### config.mk
export PLATFORM = sky130hd
export DESIGN_NAME = srlip_cell
export DESIGN_NICKNAME = d
export VERILOG_FILES = /design/src/rtl/sorted_range_list_insert_prune_macros.svh /design/src/rtl/srlip_pkg.sv /design/src/rtl/srlip_cell.sv
export SDC_FILE = /design/constraint.sdc
export NUM_CORES = 1
export LEC_CHECK = 0
export ABC_CLOCK_PERIOD_IN_PS = 8900
export BUFFER_PORTS_ARGS = -buffer_cell sky130_fd_sc_hd__buf_2
export CORE_AREA = 5 5 200 202
export CTS_CLUSTER_SIZE = 16
export DETAILED_ROUTE_END_ITERATION = 7
export DIE_AREA = 0 0 205 207
export SYNTH_ARGS = -nofsm -noshare
export SYNTH_HDL_FRONTEND = slang
export SYNTH_SLANG_ARGS = --single-unit
### constraint.sdc
create_clock -name i_clk -period 8.9 [get_ports i_clk]
set_input_delay 0 -clock i_clk [delete_from_list [all_inputs] [get_ports i_clk]]
set_output_delay 0 -clock i_clk [all_outputs]
set_load 0.005 [all_outputs]
### src/rtl/sorted_range_list_insert_prune_macros.svh
// Assertion macros used by the sorted range list top level.
`ifndef SORTED_RANGE_LIST_INSERT_PRUNE_MACROS_SVH
`define SORTED_RANGE_LIST_INSERT_PRUNE_MACROS_SVH

// Same-cycle implication, sampled on the rising clock edge outside reset.
`define SRLIP_ASSERT_IMP(label, ante, cons) \
    label: assert property (@(posedge i_clk) disable iff (!i_rst_n) (ante) |-> (cons)) \
        else $error("sorted range list: assertion failed");

// Next-cycle implication, sampled on the rising clock edge outside reset.
`define SRLIP_ASSERT_NXT(label, ante, cons) \
    label: assert property (@(posedge i_clk) disable iff (!i_rst_n) (ante) |=> (cons)) \
        else $error("sorted range list: assertion failed");

`endif

### src/rtl/srlip_pkg.sv
// Types and constants shared by the sorted range list cells and top level.
`default_nettype none
package srlip_pkg;

    localparam int ADDR_W  = 64;
    localparam int IDX_W   = 4;
    localparam int TOTAL_W = 5;
    localparam int READ_N  = 16;

    typedef enum logic [1:0] {
        K_INSERT = 2'd0,
        K_PRUNE  = 2'd1,
        K_READ   = 2'd2,
        K_CLEAR  = 2'd3
    } t_kind;

    typedef enum logic [1:0] {
        ST_OK     = 2'd0,
        ST_FULL   = 2'd1,
        ST_BADWIN = 2'd2,
        ST_RANGE  = 2'd3
    } t_status;

    typedef enum logic [1:0] {
        OP_HOLD    = 2'd0,
        OP_INSERT  = 2'd1,
        OP_CLIP    = 2'd2,
        OP_COMPACT = 2'd3
    } t_cell_op;

    typedef struct packed {
        logic [ADDR_W-1:0] start_addr;
        logic [ADDR_W-1:0] end_addr;
    } t_entry;

    // Broadcast to every cell: the operation and its two bounds.
    typedef struct packed {
        t_cell_op          op;
        logic [ADDR_W-1:0] lo;
        logic [ADDR_W-1:0] hi;
    } t_cell_cmd;

    // Per-cell position flags, derived from the count and the compaction phase.
    typedef struct packed {
        logic in_use;
        logic at_count;
        logic lower;
        logic upper;
    } t_cell_ctl;

endpackage
`default_nettype wire

### src/rtl/srlip_cell.sv
// One table cell: holds a single range and exchanges it with its neighbours.
`default_nettype none
module srlip_cell
    import srlip_pkg::*;
(
    input  wire logic      i_clk,
    input  wire logic      i_rst_n,
    input  wire t_cell_cmd i_cmd,
    input  wire t_cell_ctl i_ctl,
    input  wire t_entry    i_prev_ent,
    input  wire logic      i_prev_gt,
    input  wire logic      i_prev_keep,
    input  wire t_entry    i_next_ent,
    input  wire logic      i_next_keep,
    output t_entry         o_ent,
    output logic           o_gt,
    output logic           o_keep
);

    t_entry r_ent;
    logic   r_keep;
    t_entry w_new;
    t_entry w_clip;
    logic   w_keep;

    assign w_new  = '{start_addr: i_cmd.lo, end_addr: i_cmd.hi};
    assign o_gt   = i_ctl.in_use && (r_ent.start_addr > i_cmd.lo);

    // Stored ranges always have start not above end, so a range that meets the
    // window cannot turn empty when clipped.
    assign w_keep = i_ctl.in_use && !(r_ent.end_addr < i_cmd.lo)
                    && !(r_ent.start_addr > i_cmd.hi);
    assign w_clip.start_addr = (r_ent.start_addr < i_cmd.lo) ? i_cmd.lo : r_ent.start_addr;
    assign w_clip.end_addr   = (r_ent.end_addr > i_cmd.hi) ? i_cmd.hi : r_ent.end_addr;

    always_ff @(posedge i_clk) begin
        case (i_cmd.op)
            OP_INSERT: begin
                // Entries above the new start move up one place; the gap takes the new range.
                if (o_gt || i_ctl.at_count) begin
                    r_ent <= i_prev_gt ? i_prev_ent : w_new;
                end
            end
            OP_CLIP: begin
                r_ent <= w_clip;
            end
            OP_COMPACT: begin
                if (i_ctl.lower && !r_keep && i_next_keep) begin
                    r_ent <= i_next_ent;
                end
            end
            default: begin
            end
        endcase
    end

    always_ff @(posedge i_clk) begin
        if (!i_rst_n) begin
            r_keep <= 1'b0;
        end else begin
            case (i_cmd.op)
                OP_CLIP: begin
                    r_keep <= w_keep;
                end
                OP_COMPACT: begin
                    // A hole below a kept entry swaps with it, so kept entries never reorder.
                    if (i_ctl.lower && !r_keep && i_next_keep) begin
                        r_keep <= 1'b1;
                    end else if (i_ctl.upper && !i_prev_keep && r_keep) begin
                        r_keep <= 1'b0;
                    end
                end
                default: begin
                end
            endcase
        end
    end

    assign o_ent  = r_ent;
    assign o_keep = r_keep;

endmodule
`default_nettype wire

; After elaboration in Yosys (flattened, before gate mapping)
; Cells that the tools add are included.
[op_classes]
muxes = 9
reduce_logical = 17
n_lt_le_gt_ge = 5
n_eq_ne = 8
[ops]
columns = operator, n
row1 = 128-bit 2-to-1 mux, 3
row2 = 128-bit case mux with 3 select lines, 1
row3 = 64-bit > comparator, 3
row4 = 64-bit less-than comparator, 2
row5 = 64-bit 2-to-1 mux, 2
row6 = 2-bit inequality test (second input constant), 4
row7 = 4-bit AND reduction, 2
row8 = 1-bit logical AND, 7
row9 = 2-bit equality test (second input constant), 2
row10 = 1-bit logical NOT, 4
row11 = 3-bit inequality test (second input constant), 1
row12 = 3-bit nonzero test, 1
row13 = 2-bit by 1-bit equality test with 1-bit output (second input constant), 1
row14 = 1-bit 2-to-1 mux, 2
row15 = 1-bit case mux with 2 select lines, 1
row16 = 2-bit AND reduction, 1
row17 = 2-bit nonzero test, 1
row18 = 1-bit logical OR, 1
[word_totals]
register_bits = 129
input_bits = 395
wordCells = 42

; Logic depth before layout (Yosys ltp)
; Gate-level depths: netlist (run 1).
[logic_depth]
ltp_word = 6
mapped_depth = 9

; Least setup slack after synthesis (run 1)
; OpenSTA, ideal clock, no wires.
[synth_timing]
path_type = flip-flop to flip-flop
start = reg r_ent (netlist bit o_ent[103])
end = reg r_ent (netlist bit o_ent[0]) (enable)
path_stages_with_launch = 9
path_buffers = 0
slack_ns = 1.923
arrival_time_ns = 6.396
path_cell_list = edfxtp_1 > ha_1 > nand4_2 > nor4_2 > nand4_1 > nor2_1 > a211oi_2 > o211a_1 > a211oi_1
[synth_between]
elab_chain_cells = 5
[synth_lines]
columns = element, line_no
row1 = "start, declared", srlip_cell.sv:20  ; t_entry r_ent;
row2 = "start signal, assigned", srlip_cell.sv:41  ; r_ent <= i_prev_gt ? i_prev_ent : w_new;
row3 = "start signal, assigned", srlip_cell.sv:45  ; r_ent <= w_clip;
row4 = "start signal, assigned", srlip_cell.sv:49  ; r_ent <= i_next_ent;
row5 = 64-bit > comparator, srlip_cell.sv:27  ; assign o_gt = i_ctl.in_use && (r_ent.start_addr > i_cmd.lo);
row6 = 1-bit logical AND, srlip_cell.sv:27
row7 = 1-bit logical OR, srlip_cell.sv:40  ; if (o_gt || i_ctl.at_count) begin
row8 = 2-bit inequality test (no source line), n/a
row9 = 4-bit AND reduction (no source line), n/a
; Every way passes these cells.
; A chain may end at the register's enable or synchronous reset.

; Worst setup path after layout (run 1)
[layout_timing]
start = reg r_ent (netlist bit o_ent[79])
end = reg r_ent (netlist bit o_ent[89]) (enable)
[layout_between]
elab_chain_cells = 5
elab_cells_between_ends = 7
[layout_lines]
columns = element, line_no
row1 = 64-bit > comparator, srlip_cell.sv:27
row2 = 1-bit logical AND, srlip_cell.sv:27
row3 = 1-bit logical OR, srlip_cell.sv:40
row4 = 2-bit inequality test (no source line), n/a
row5 = 4-bit AND reduction (no source line) *, n/a
; Every way passes the cells marked *; elsewhere a longest branch is shown, timed or not.

==> results.py, run 1 <==
metrics = {
    "worst_setup_path": {
        "worst_ep_required_time_ns": 8.97,
        "crit_path_top_delay_cell": "sky130_fd_sc_hd__buf_4",
        "cells_along_the_critical_path": "ha_1 > nand4_1 > or3_1 > a21oi_1 > or4b_1 > a211oi_2 > nand2_1 > o221ai_4 > buf_4",
        "cp-end-kind": "flop",
        "setup.worst_path.start_class": "flop",
        "timing.critical_path.arrival_ns": 3.92,
        "critical_path.max_stage_delay_ns": 0.72,
        "criticalPathCategory": "flop to flop",
        "reg2reg_setup_slack_ns": 5.05,
        "max_fanout_on_critical_path": 51,
    },
    "global_route": {
        "antenna_found_initial": 6,
        "grt_max_degree": 89,
        "grt.overflow.total": 0,
        "gr-usage-all-layers": 0.263,
        "first_global_vias": 14900,
        "grt_pass1_wl_um": 86300,
    },
    "synthesis": {
        "post-synth-top-area-fraction": 0.288,
        "synth.ff_latch_count": 129,
        "synthMuxAreaShare": 0.0816,
        "synth_compound_area_frac": 0.216,
        "synth_top_cell_by_area": "sky130_fd_sc_hd__edfxtp_1",
        "syn-mean-instance-area_um2": 9.00,
        "synthTopCellsByCount": "255 x sky130_fd_sc_hd__ha_1, 192 x sky130_fd_sc_hd__a21oi_1, 168 x sky130_fd_sc_hd__nor2_1, 136 x sky130_fd_sc_hd__inv_1, 128 x sky130_fd_sc_hd__edfxtp_1",
        "synthSimpleGateAreaFrac": 0.117,
        "synth_fp_nets": 2135,
        "adder_cell_share_of_the_synthesized_area": 0.239,
        "synthTopCellsByArea": "sky130_fd_sc_hd__edfxtp_1 29%, sky130_fd_sc_hd__ha_1 24%, sky130_fd_sc_hd__mux2i_1 8.2%",
        "yosys.cell_count.top_type": "sky130_fd_sc_hd__ha_1",
        "synth_async_reset_ratio": 0,
        "dominant_combinational_cell_family_by_area_after_synthesis": "adder cells",
        "synthesis.instances": 1485,
        "yosysSeqAreaShare": 0.289,
        "syn-cell-area_um2": 13400,
        "synth-edff-count": 128,
        "synth_cell_type_count": 58,
        "synth_flop_cell": "sky130_fd_sc_hd__edfxtp_1",
        "post_synth_xor_area_fraction": 0,
        "synth.yosys.warnings": 0,
    },
    "timing": {
        "max-slew-margin-rel": 0.262,
        "worst_clock_skew_ns": 0.0181,
        "report.final.hold_viol_count": 0,
        "totalNegativeSetupSlack_ns": 0,
        "timing.fmax_mhz": 260,
        "timing.final.crit_share": 0.433,
        "timing_max_transition_violations_final": 0,
        "finalSetupViolCount": 0,
        "final_period_minus_worst_setup_slack_ns": 3.85,
        "rsz0062_at_grt": "no",
        "max_slew.worst_pin.slew_ns": 1.10,
    },
    "place": {
        "gpl.final_weighted_congestion": 0.915,
        "io_buffers": 524,
        "post-place-cells": 2467,
        "place_hpwl_um": 47000,
    },
    "cells_and_area": {
        "layout.core_utilization": 0.505,
        "post_route_cells_drive_above_1_share": 0.260,
        "final-instance-count-excl-fill": 2714,
        "finish.net_count": 2828,
        "syn_to_final_growth_pct": 43.9,
    },
    "routing": {
        "drt_first_iter_violations": 871,
        "remaining_drc_errors": 0,
        "drt_first_pass_iters": 5,
        "wl_per_cell_um": 21.5,
        "postRouteWirelength_um": 58300,
        "ant_nets": 0,
        "num_vias": 14500,
        "vias_per_instance": 5.34,
    },
    "power_and_ir_drop": {
        "pwr-share-clk": 0.313,
        "p_per_area_nw_per_um2": 132,
        "internal_power_mw": 1.68,
        "power_frac_comb": 0.360,
        "peak_ir_drop_on_the_vdd_network_mv": 0.143,
        "pwr-share-seq": 0.327,
        "net-switching-power_uw": 855,
        "report.power.total_mw": 2.54,
        "swShare": 0.337,
        "p_leak_nw": 9.33,
    },
    "clock_network": {
        "numClockSinks": 129,
        "cts_tree": "built",
        "post_cts_buffers": 0,
        "cts_root_buffer": "sky130_fd_sc_hd__clkbuf_16",
        "cts-buffers-inserted": 17,
        "clock_pin_transition_on_the_worst_setup_and_hold_timing_paths_ns": 0.07,
        "clockBufferDepth": 2,
        "htree_num_levels": 4,
        "insertion_delay_ns": 0.45,
        "number_of_cells_upsized_or_downsized_after_cts": 0,
    },
    "floorplanning": {
        "die_w_um": 205,
        "core_area_um2": 38100,
        "starting_density_of_the_core": 0.351,
        "io-pin-count": 525,
        "die_height_um": 207,
        "row_count": 72,
        "die-area_um2": 42400,
    },
    "run": {
        "timing.max_cap.violations": 0,
    },
    "run_status": {
        "outcome": "finished clean",
    },
    "hold_path": {
        "timing.hold.worst.class": "input port to flop",
    },
}
## critical path: cells and delay by family, from the launching register on
family | cells | cell delay [ns]
AND/OR/NAND/NOR | 4 | 1.13
adder cells (fa/ha/maj) | 1 | 0.33
buffers and inverters | 1 | 0.72
AO/OA/AOI/OAI | 3 | 0.85
flip-flops | 1 | 0.42
## what timing repair did
item                                    CTS  global route
endpoints found under the setup margin    0             0
endpoints found under the hold margin   105             0
hold buffers                            210             0
## flip-flops by register name, summed over array words and instances (netlist names)
register and flops:
o_ent 128, o_keep 1
## cell families (layout without fill, tap and decap cells)
group / count (synthesis) / after routing
other cells: 0 / 5
compound gates: 453 / 453
simple gates: 335 / 335
fa+ha+maj: 255 / 255
flops: 129 / 129
mux: 109 / 109
buf+inv: 204 / 910
## final cells by class
class,instances,area [um2]
antenna,5,12.5
clock buffer,17,425
clock inverter,15,215
fill,3576,18900
inverter,136,510
multi-input combinational,1152,8760
sequential,129,3860
tap,518,648
timing repair buffer,742,4800
## through the flow
step | hold slack [ns] | setup WS (ns) | cell area [um2]
final | 0.0151 | 5.05 | 19200
after global routing | 0.0155 | 4.85 | 19200
after CTS | 0.00125 | 4.98 | 19200
after detailed placement | 0.247 | 4.98 | 16500
after global placement | 0.239 | 5.06 | 16500
after floorplan | 0.156 | 1.92 | 13400
## final timing paths
check | startpoint | to | cells past startpoint
setup / recovery | o_ent[79]$_DFFE_PP_ | o_ent[89]$_DFFE_PP_ | 9
hold / removal | i_next_ent[61] | o_ent[61]$_DFFE_PP_ | 3
setup reg to reg | o_ent[79]$_DFFE_PP_ | o_ent[89]$_DFFE_PP_ | 9
hold reg to reg | o_keep$_SDFFE_PN0P_ | o_keep$_SDFFE_PN0P_ | 4
## cell usage in the layout, fill, tap and decap left out, types with 4 or more instances in the layout
cell	instances
sky130_fd_sc_hd__buf_2	521
sky130_fd_sc_hd__ha_1	255
sky130_fd_sc_hd__dlygate4sd3_1	210
sky130_fd_sc_hd__a21oi_1	192
sky130_fd_sc_hd__nor2_1	168
sky130_fd_sc_hd__inv_1	136
sky130_fd_sc_hd__edfxtp_1	128
sky130_fd_sc_hd__a211oi_1	121
sky130_fd_sc_hd__mux2i_1	109
sky130_fd_sc_hd__nand4_1	48
sky130_fd_sc_hd__nand2_1	45
sky130_fd_sc_hd__a21o_1	41
sky130_fd_sc_hd__o21ai_0	30
sky130_fd_sc_hd__o22ai_1	19
sky130_fd_sc_hd__nand3_1	19
sky130_fd_sc_hd__clkbuf_16	17
sky130_fd_sc_hd__nor3_1	12
sky130_fd_sc_hd__and4_1	8
sky130_fd_sc_hd__buf_4	8
sky130_fd_sc_hd__nor2b_1	7
sky130_fd_sc_hd__o211ai_1	7
sky130_fd_sc_hd__a221oi_1	7
sky130_fd_sc_hd__nand2b_1	6
sky130_fd_sc_hd__diode_2	5
sky130_fd_sc_hd__bufinv_16	5
sky130_fd_sc_hd__o21a_1	4
sky130_fd_sc_hd__nor4_1	4
## power by group through the flow
stage	Sequential [mW]	Combinational [mW]	Clock (mW)
after floorplan	0.832	0.445	0
after global placement	0.838	0.790	0
after detailed placement	0.841	0.805	0
after CTS	0.829	0.909	0.807
after global routing	0.837	1.01	0.831
final	0.830	0.912	0.793
## routing by layer
metal  vias to the layer above  part of all wire  track usage
li1                       7038                 -            -
met1                      6802              0.41        0.327
met2                       560              0.48        0.461
met3                        84             0.075       0.0499
met4                         2             0.028       0.0820
met5                         -           0.00022            0
Power figures use the tool's default switching activity.
==> run 2, diff against run 1 <==
Settings changed: ABC_CLOCK_PERIOD_IN_PS 8900 to 3500.
Clock period 8.9 ns to 3.5 ns, I/O delays scaled along.
==> run 2 against run 1 <==
  * Global-route usage rose by 0.12 points
  * Largest cell class unchanged
  * First-iteration DRC count fell by 16%
  * Fmax rose by 20%
  * Non-clock buffer count rose by 7
  * Routed wire length rose by 0.36%
==> results.py, run 2 (synthesized netlist as in run 1, its figures left out) <==
metrics = {
    "run_status": {
        "outcome": "finished clean",
    },
    "routing": {
        "ant_nets": 0,
        "drt_first_iter_violations": 730,
        "wl_per_cell_um": 21.5,
        "drt_first_pass_iters": 5,
        "remaining_drc_errors": 0,
        "vias_per_instance": 5.33,
        "num_vias": 14500,
        "postRouteWirelength_um": 58500,
    },
    "place": {
        "io_buffers": 524,
        "gpl.final_weighted_congestion": 0.917,
        "dpl-instance-area_um2": 16700,
        "post-place-cells": 2479,
        "place_hpwl_um": 47700,
    },
    "worst_setup_path": {
        "timing.critical_path.arrival_ns": 3.33,
        "max_fanout_on_critical_path": 36,
        "criticalPathCategory": "flop to flop",
        "cp-end-kind": "flop",
        "worst_ep_required_time_ns": 3.62,
        "setup.worst_path.start_class": "flop",
    },
    "cells_and_area": {
        "finish.net_count": 2835,
        "syn_to_final_growth_pct": 43.9,
        "final-instance-count-excl-fill": 2718,
        "post-route-cell-area_um2": 19200,
        "layout.core_utilization": 0.505,
        "post_route_cells_drive_above_1_share": 0.263,
        "final_common_cell": "sky130_fd_sc_hd__buf_2",
        "largest_reg_flops": 128,
        "most-common-layout-cells": "521 x sky130_fd_sc_hd__buf_2, 253 x sky130_fd_sc_hd__ha_1, 205 x sky130_fd_sc_hd__dlygate4sd3_1, 192 x sky130_fd_sc_hd__a21oi_1, 168 x sky130_fd_sc_hd__nor2_1",
    },
    "global_route": {
        "antenna_found_initial": 11,
        "grt.overflow.total": 0,
        "grt_max_degree": 140,
        "grt_pass1_wl_um": 86200,
        "gr-usage-all-layers": 0.265,
        "first_global_vias": 14800,
    },
    "timing": {
        "max-slew-margin-rel": 0.317,
        "hold_slack_ns": 0.0177,
        "timing.final.crit_share": 0.918,
        "finalSetupViolCount": 0,
        "final_period_minus_worst_setup_slack_ns": 3.21,
        "timing_max_transition_violations_final": 0,
        "max_slew.worst_pin.slew_ns": 1.02,
        "rsz0062_at_grt": "no",
        "worst_clock_skew_ns": 0.0125,
        "report.final.hold_viol_count": 0,
        "timing.fmax_mhz": 311,
        "totalNegativeSetupSlack_ns": 0,
    },
    "clock_network": {
        "post_cts_buffers": 0,
        "htree_num_levels": 4,
        "cts-buffers-inserted": 17,
        "numClockSinks": 129,
        "cts_tree": "built",
        "clockBufferDepth": 2,
        "insertion_delay_ns": 0.44,
        "cts_root_buffer": "sky130_fd_sc_hd__clkbuf_16",
        "clock_pin_transition_on_the_worst_setup_and_hold_timing_paths_ns": 0.06,
    },
    "floorplanning": {
        "die-area_um2": 42400,
        "core_area_um2": 38100,
        "die_height_um": 207,
        "row_count": 72,
        "io-pin-count": 525,
        "die_w_um": 205,
        "starting_density_of_the_core": 0.351,
    },
    "power_and_ir_drop": {
        "p_per_area_nw_per_um2": 317,
        "pwr-share-clk": 0.269,
        "swShare": 0.347,
        "pwr-share-seq": 0.345,
        "p_leak_nw": 9.32,
        "peak_ir_drop_on_the_vdd_network_mv": 0.308,
        "net-switching-power_mw": 2.12,
        "internal_power_mw": 3.98,
        "power_frac_comb": 0.386,
    },
    "hold_path": {
        "timing.hold.worst.class": "input port to flop",
    },
    "run": {
        "timing.max_cap.violations": 0,
    },
}
## run 2: cell types whose count changed in the layout (fill, tap and decap cells not counted)
cell,change
sky130_fd_sc_hd__diode_2,+1
sky130_fd_sc_hd__dlygate4sd3_1,-5
sky130_fd_sc_hd__buf_12,+5
sky130_fd_sc_hd__ha_4,+2
sky130_fd_sc_hd__clkbuf_1,+2
sky130_fd_sc_hd__inv_6,-1
sky130_fd_sc_hd__clkinvlp_4,+1
sky130_fd_sc_hd__clkinv_4,-3
sky130_fd_sc_hd__bufinv_16,-4
sky130_fd_sc_hd__clkinv_1,+1
sky130_fd_sc_hd__buf_4,+7
sky130_fd_sc_hd__ha_1,-2
## run 2: final timing paths
path                       start                   to  slack (ns)  cells past startpoint
max          o_ent[99]$_DFFE_PP_  o_ent[38]$_DFFE_PP_        0.29                     10
min               i_prev_ent[73]  o_ent[73]$_DFFE_PP_        0.02                      3
max reg2reg  o_ent[99]$_DFFE_PP_  o_ent[38]$_DFFE_PP_        0.29                     10
min reg2reg  o_keep$_SDFFE_PN0P_  o_keep$_SDFFE_PN0P_        0.99                      4
## run 2: metal layers
metal | GRT usage | vias up | share of wire
met3 | 0.0594 | 112 | 0.065
met2 | 0.449 | 537 | 0.48
met1 | 0.325 | 6762 | 0.42
met5 | 0 | - | 0.00070
li1 | - | 7064 | -
met4 | 0.105 | 6 | 0.038
## run 2: critical path: stages (launching register included)
cell and delay [ns]:
sky130_fd_sc_hd__edfxtp_1 0.46, sky130_fd_sc_hd__ha_4 0.31, sky130_fd_sc_hd__nand4_1 0.15, sky130_fd_sc_hd__nor4_2 0.44
sky130_fd_sc_hd__buf_4 0.18, sky130_fd_sc_hd__nand4_1 0.11, sky130_fd_sc_hd__nor2_1 0.15, sky130_fd_sc_hd__a211oi_2 0.10
sky130_fd_sc_hd__o211a_1 0.29, sky130_fd_sc_hd__a211oi_4 0.37, sky130_fd_sc_hd__buf_12 0.26
## run 2: final cells by class
cell class	count	area, um2
Antenna cell	6	15.0
Clock buffer	19	433
Clock inverter	9	71.3
Fill cell	3604	18900
Inverter	136	510
Multi-Input combinational cell	1152	8780
Sequential cell	129	3860
Tap cell	518	648
Timing Repair Buffer	749	4910
## run 2: repair_timing
action                                 4_1_cts  5_1_grt
endpoints found under the hold margin      103        0
gates resized for setup                      0        0
hold buffers                               205        0
setup endpoints to repair                    0        0
## run 2: per-stage QoR
step / total power, mW / worst slack (ns)
after floorplan: 3.25 / -0.418
after global placement: 4.18 / 0.292
after detailed placement: 4.22 / 0.242
after CTS: 6.13 / 0.217
after global routing: 6.47 / 0.0496
final: 6.10 / 0.286
## run 2: power groups by stage
stage / registers [mW] / clock network (mW) / logic (mW)
floorplan: 2.11 / 0 / 1.14
global placement: 2.12 / 0 / 2.06
detailed placement: 2.13 / 0 / 2.09
CTS: 2.10 / 1.68 / 2.35
global route: 2.12 / 1.73 / 2.61
finish: 2.10 / 1.64 / 2.35
==> run 3, diff against run 2 <==
Settings changed: CORE_AREA 5 5 200 202 to 5 5 198 200, DIE_AREA 0 0 205 207 to 0 0 203 205.
==> run 3 against run 2 <==
  * Sequential power hardly changed
  * Clock skew fell by 0.0025 ns
  * Fmax fell by 0.24%
  * Non-clock buffer count fell by 20
  * Critical path depth shrank 1
  * Register-to-register slack is essentially flat
  * Power grew 2.4%
  * Global-route usage is 0.12 points higher
  * Flip-flop and latch count stayed put
  * Clock-buffer cell count is the same
  * Final cell count fell by 2.3%
  * Highest routed layer unchanged
==> results.py, run 3 (synthesized netlist as in run 1, its figures left out) <==
metrics = {
    "run_status": {
        "outcome": "finished clean",
    },
    "timing": {
        "timing.final.crit_share": 0.921,
        "rsz0062_at_grt": "no",
        "hold_slack_ns": 0.00135,
        "post-route-worst-setup-slack_ns": 0.278,
        "max_slew.worst_pin.slew_ns": 0.976,
        "worst_clock_skew_ns": 0.00998,
        "final_period_minus_worst_setup_slack_ns": 3.22,
        "timing.fmax_mhz": 310,
        "finalSetupViolCount": 0,
        "max-slew-margin-rel": 0.349,
        "totalNegativeSetupSlack_ns": 0,
        "timing_max_transition_violations_final": 0,
        "report.final.hold_viol_count": 0,
    },
    "global_route": {
        "grt_pass1_wl_um": 84600,
        "gr-usage-all-layers": 0.266,
        "grt_max_degree": 177,
        "grt.overflow.total": 0,
        "first_global_vias": 14400,
        "antenna_found_initial": 6,
    },
    "power_and_ir_drop": {
        "power_frac_comb": 0.370,
        "pwr-share-clk": 0.292,
        "swShare": 0.340,
        "pwr-share-seq": 0.337,
        "p_leak_nw": 9.27,
        "p_per_area_nw_per_um2": 328,
        "peak_ir_drop_on_the_vdd_network_mv": 0.327,
        "net-switching-power_mw": 2.12,
        "internal_power_mw": 4.12,
        "report.power.total_mw": 6.24,
    },
    "worst_setup_path": {
        "worst_ep_required_time_ns": 3.57,
        "timing.critical_path.arrival_ns": 3.29,
        "setup.worst_path.start_class": "flop",
        "cp-end-kind": "flop",
        "criticalPathCategory": "flop to flop",
        "max_fanout_on_critical_path": 32,
        "r2r_cells": 9,
    },
    "floorplanning": {
        "starting_density_of_the_core": 0.359,
        "core_area_um2": 37200,
        "row_count": 71,
        "die_w_um": 203,
        "die-area_um2": 41600,
        "io-pin-count": 525,
        "die_height_um": 205,
    },
    "routing": {
        "vias_per_instance": 5.40,
        "ant_nets": 0,
        "remaining_drc_errors": 0,
        "postRouteWirelength_um": 57400,
        "num_vias": 14300,
        "wl_per_cell_um": 21.6,
        "drt_first_pass_iters": 7,
        "drt_first_iter_violations": 740,
    },
    "cells_and_area": {
        "layout.core_utilization": 0.512,
        "post_route_cells_drive_above_1_share": 0.266,
        "final_common_cell": "sky130_fd_sc_hd__buf_2",
        "most-common-layout-cells": "521 x sky130_fd_sc_hd__buf_2, 253 x sky130_fd_sc_hd__ha_1, 192 x sky130_fd_sc_hd__a21oi_1, 186 x sky130_fd_sc_hd__dlygate4sd3_1, 168 x sky130_fd_sc_hd__nor2_1",
        "finish.net_count": 2815,
        "syn_to_final_growth_pct": 42.5,
        "largest_reg_flops": 128,
        "layout.filler_cells": 3473,
    },
    "clock_network": {
        "clock_pin_transition_on_the_worst_setup_and_hold_timing_paths_ns": 0.06,
        "cts-buffers-inserted": 17,
        "clockBufferDepth": 2,
        "cts_tree": "built",
        "cts_root_buffer": "sky130_fd_sc_hd__clkbuf_16",
        "numClockSinks": 129,
        "htree_num_levels": 4,
        "insertion_delay_ns": 0.44,
    },
    "place": {
        "io_buffers": 524,
        "setup_slack_after_placement_ns": 0.243,
        "gpl.final_weighted_congestion": 0.909,
        "place_hpwl_um": 47000,
    },
    "hold_path": {
        "hold_depth": 3,
        "timing.hold.worst.class": "input port to flop",
    },
    "run": {
        "timing.max_cap.violations": 0,
    },
}
[run 3: power by group through the flow]
stage	registers [mW]	logic, mW	clock network (mW)
floorplan	2.11	1.14	0
global placement	2.12	2.05	0
detailed placement	2.14	2.08	0
CTS	2.10	2.31	1.86
global route	2.12	2.58	1.93
finish	2.11	2.31	1.83
[run 3: final cells by class]
class / count / area, um2 / share of cell area
Multi-Input combinational cell: 1152 / 8780 / 0.461
Timing Repair Buffer: 729 / 4710 / 0.247
Sequential cell: 129 / 3860 / 0.203
Tap cell: 474 / 593 / 0.0311
Inverter: 136 / 510 / 0.0268
Clock buffer: 19 / 433 / 0.0227
Clock inverter: 13 / 144 / 0.00756
Antenna cell: 4 / 10.0 / 0.000526
[run 3: worst max-delay path, stage by stage, from the launching register on]
cell                        delay (ns)
sky130_fd_sc_hd__edfxtp_1         0.44
sky130_fd_sc_hd__ha_1             0.33
sky130_fd_sc_hd__a21o_1           0.18
sky130_fd_sc_hd__nand3_1          0.11
sky130_fd_sc_hd__a2111oi_0        0.11
sky130_fd_sc_hd__or4_1            0.59
sky130_fd_sc_hd__a211oi_2         0.26
sky130_fd_sc_hd__nand2_1          0.14
sky130_fd_sc_hd__o221ai_4         0.19
sky130_fd_sc_hd__buf_4            0.44
[run 3: path summary, 6_finish.rpt]
check                           slack [ns]                  end                  from
worst max register to register        0.28  o_ent[76]$_DFFE_PP_  o_ent[113]$_DFFE_PP_
worst min register to register        0.95  o_keep$_SDFFE_PN0P_   o_keep$_SDFFE_PN0P_
worst min-delay path                 0.001  o_ent[83]$_DFFE_PP_        i_prev_ent[83]
worst max-delay path                  0.28  o_ent[76]$_DFFE_PP_  o_ent[113]$_DFFE_PP_
[run 3: metal layers]
metal,GRT usage,vias to the layer above,wire length (um)
li1,-,7013,-
met5,0,-,41
met2,0.454,572,27100
met1,0.341,6686,24700
met4,0.0708,6,1260
met3,0.0590,62,4260
[run 3: metrics by stage]
stage          instance area [um2]  std cells
2_1_floorplan                13400       1485
3_3_place_gp                 16600       2434
3_5_place_dp                 16600       2434
4_1_cts                      19000       2650
5_1_grt                      19000       2653
6_report                     19000       2656
[run 3: timing repair]
action,in CTS,in global routing
gates resized for setup,0,0
hold buffers,184,2
setup buffers,0,0
endpoints found under the hold margin,92,2
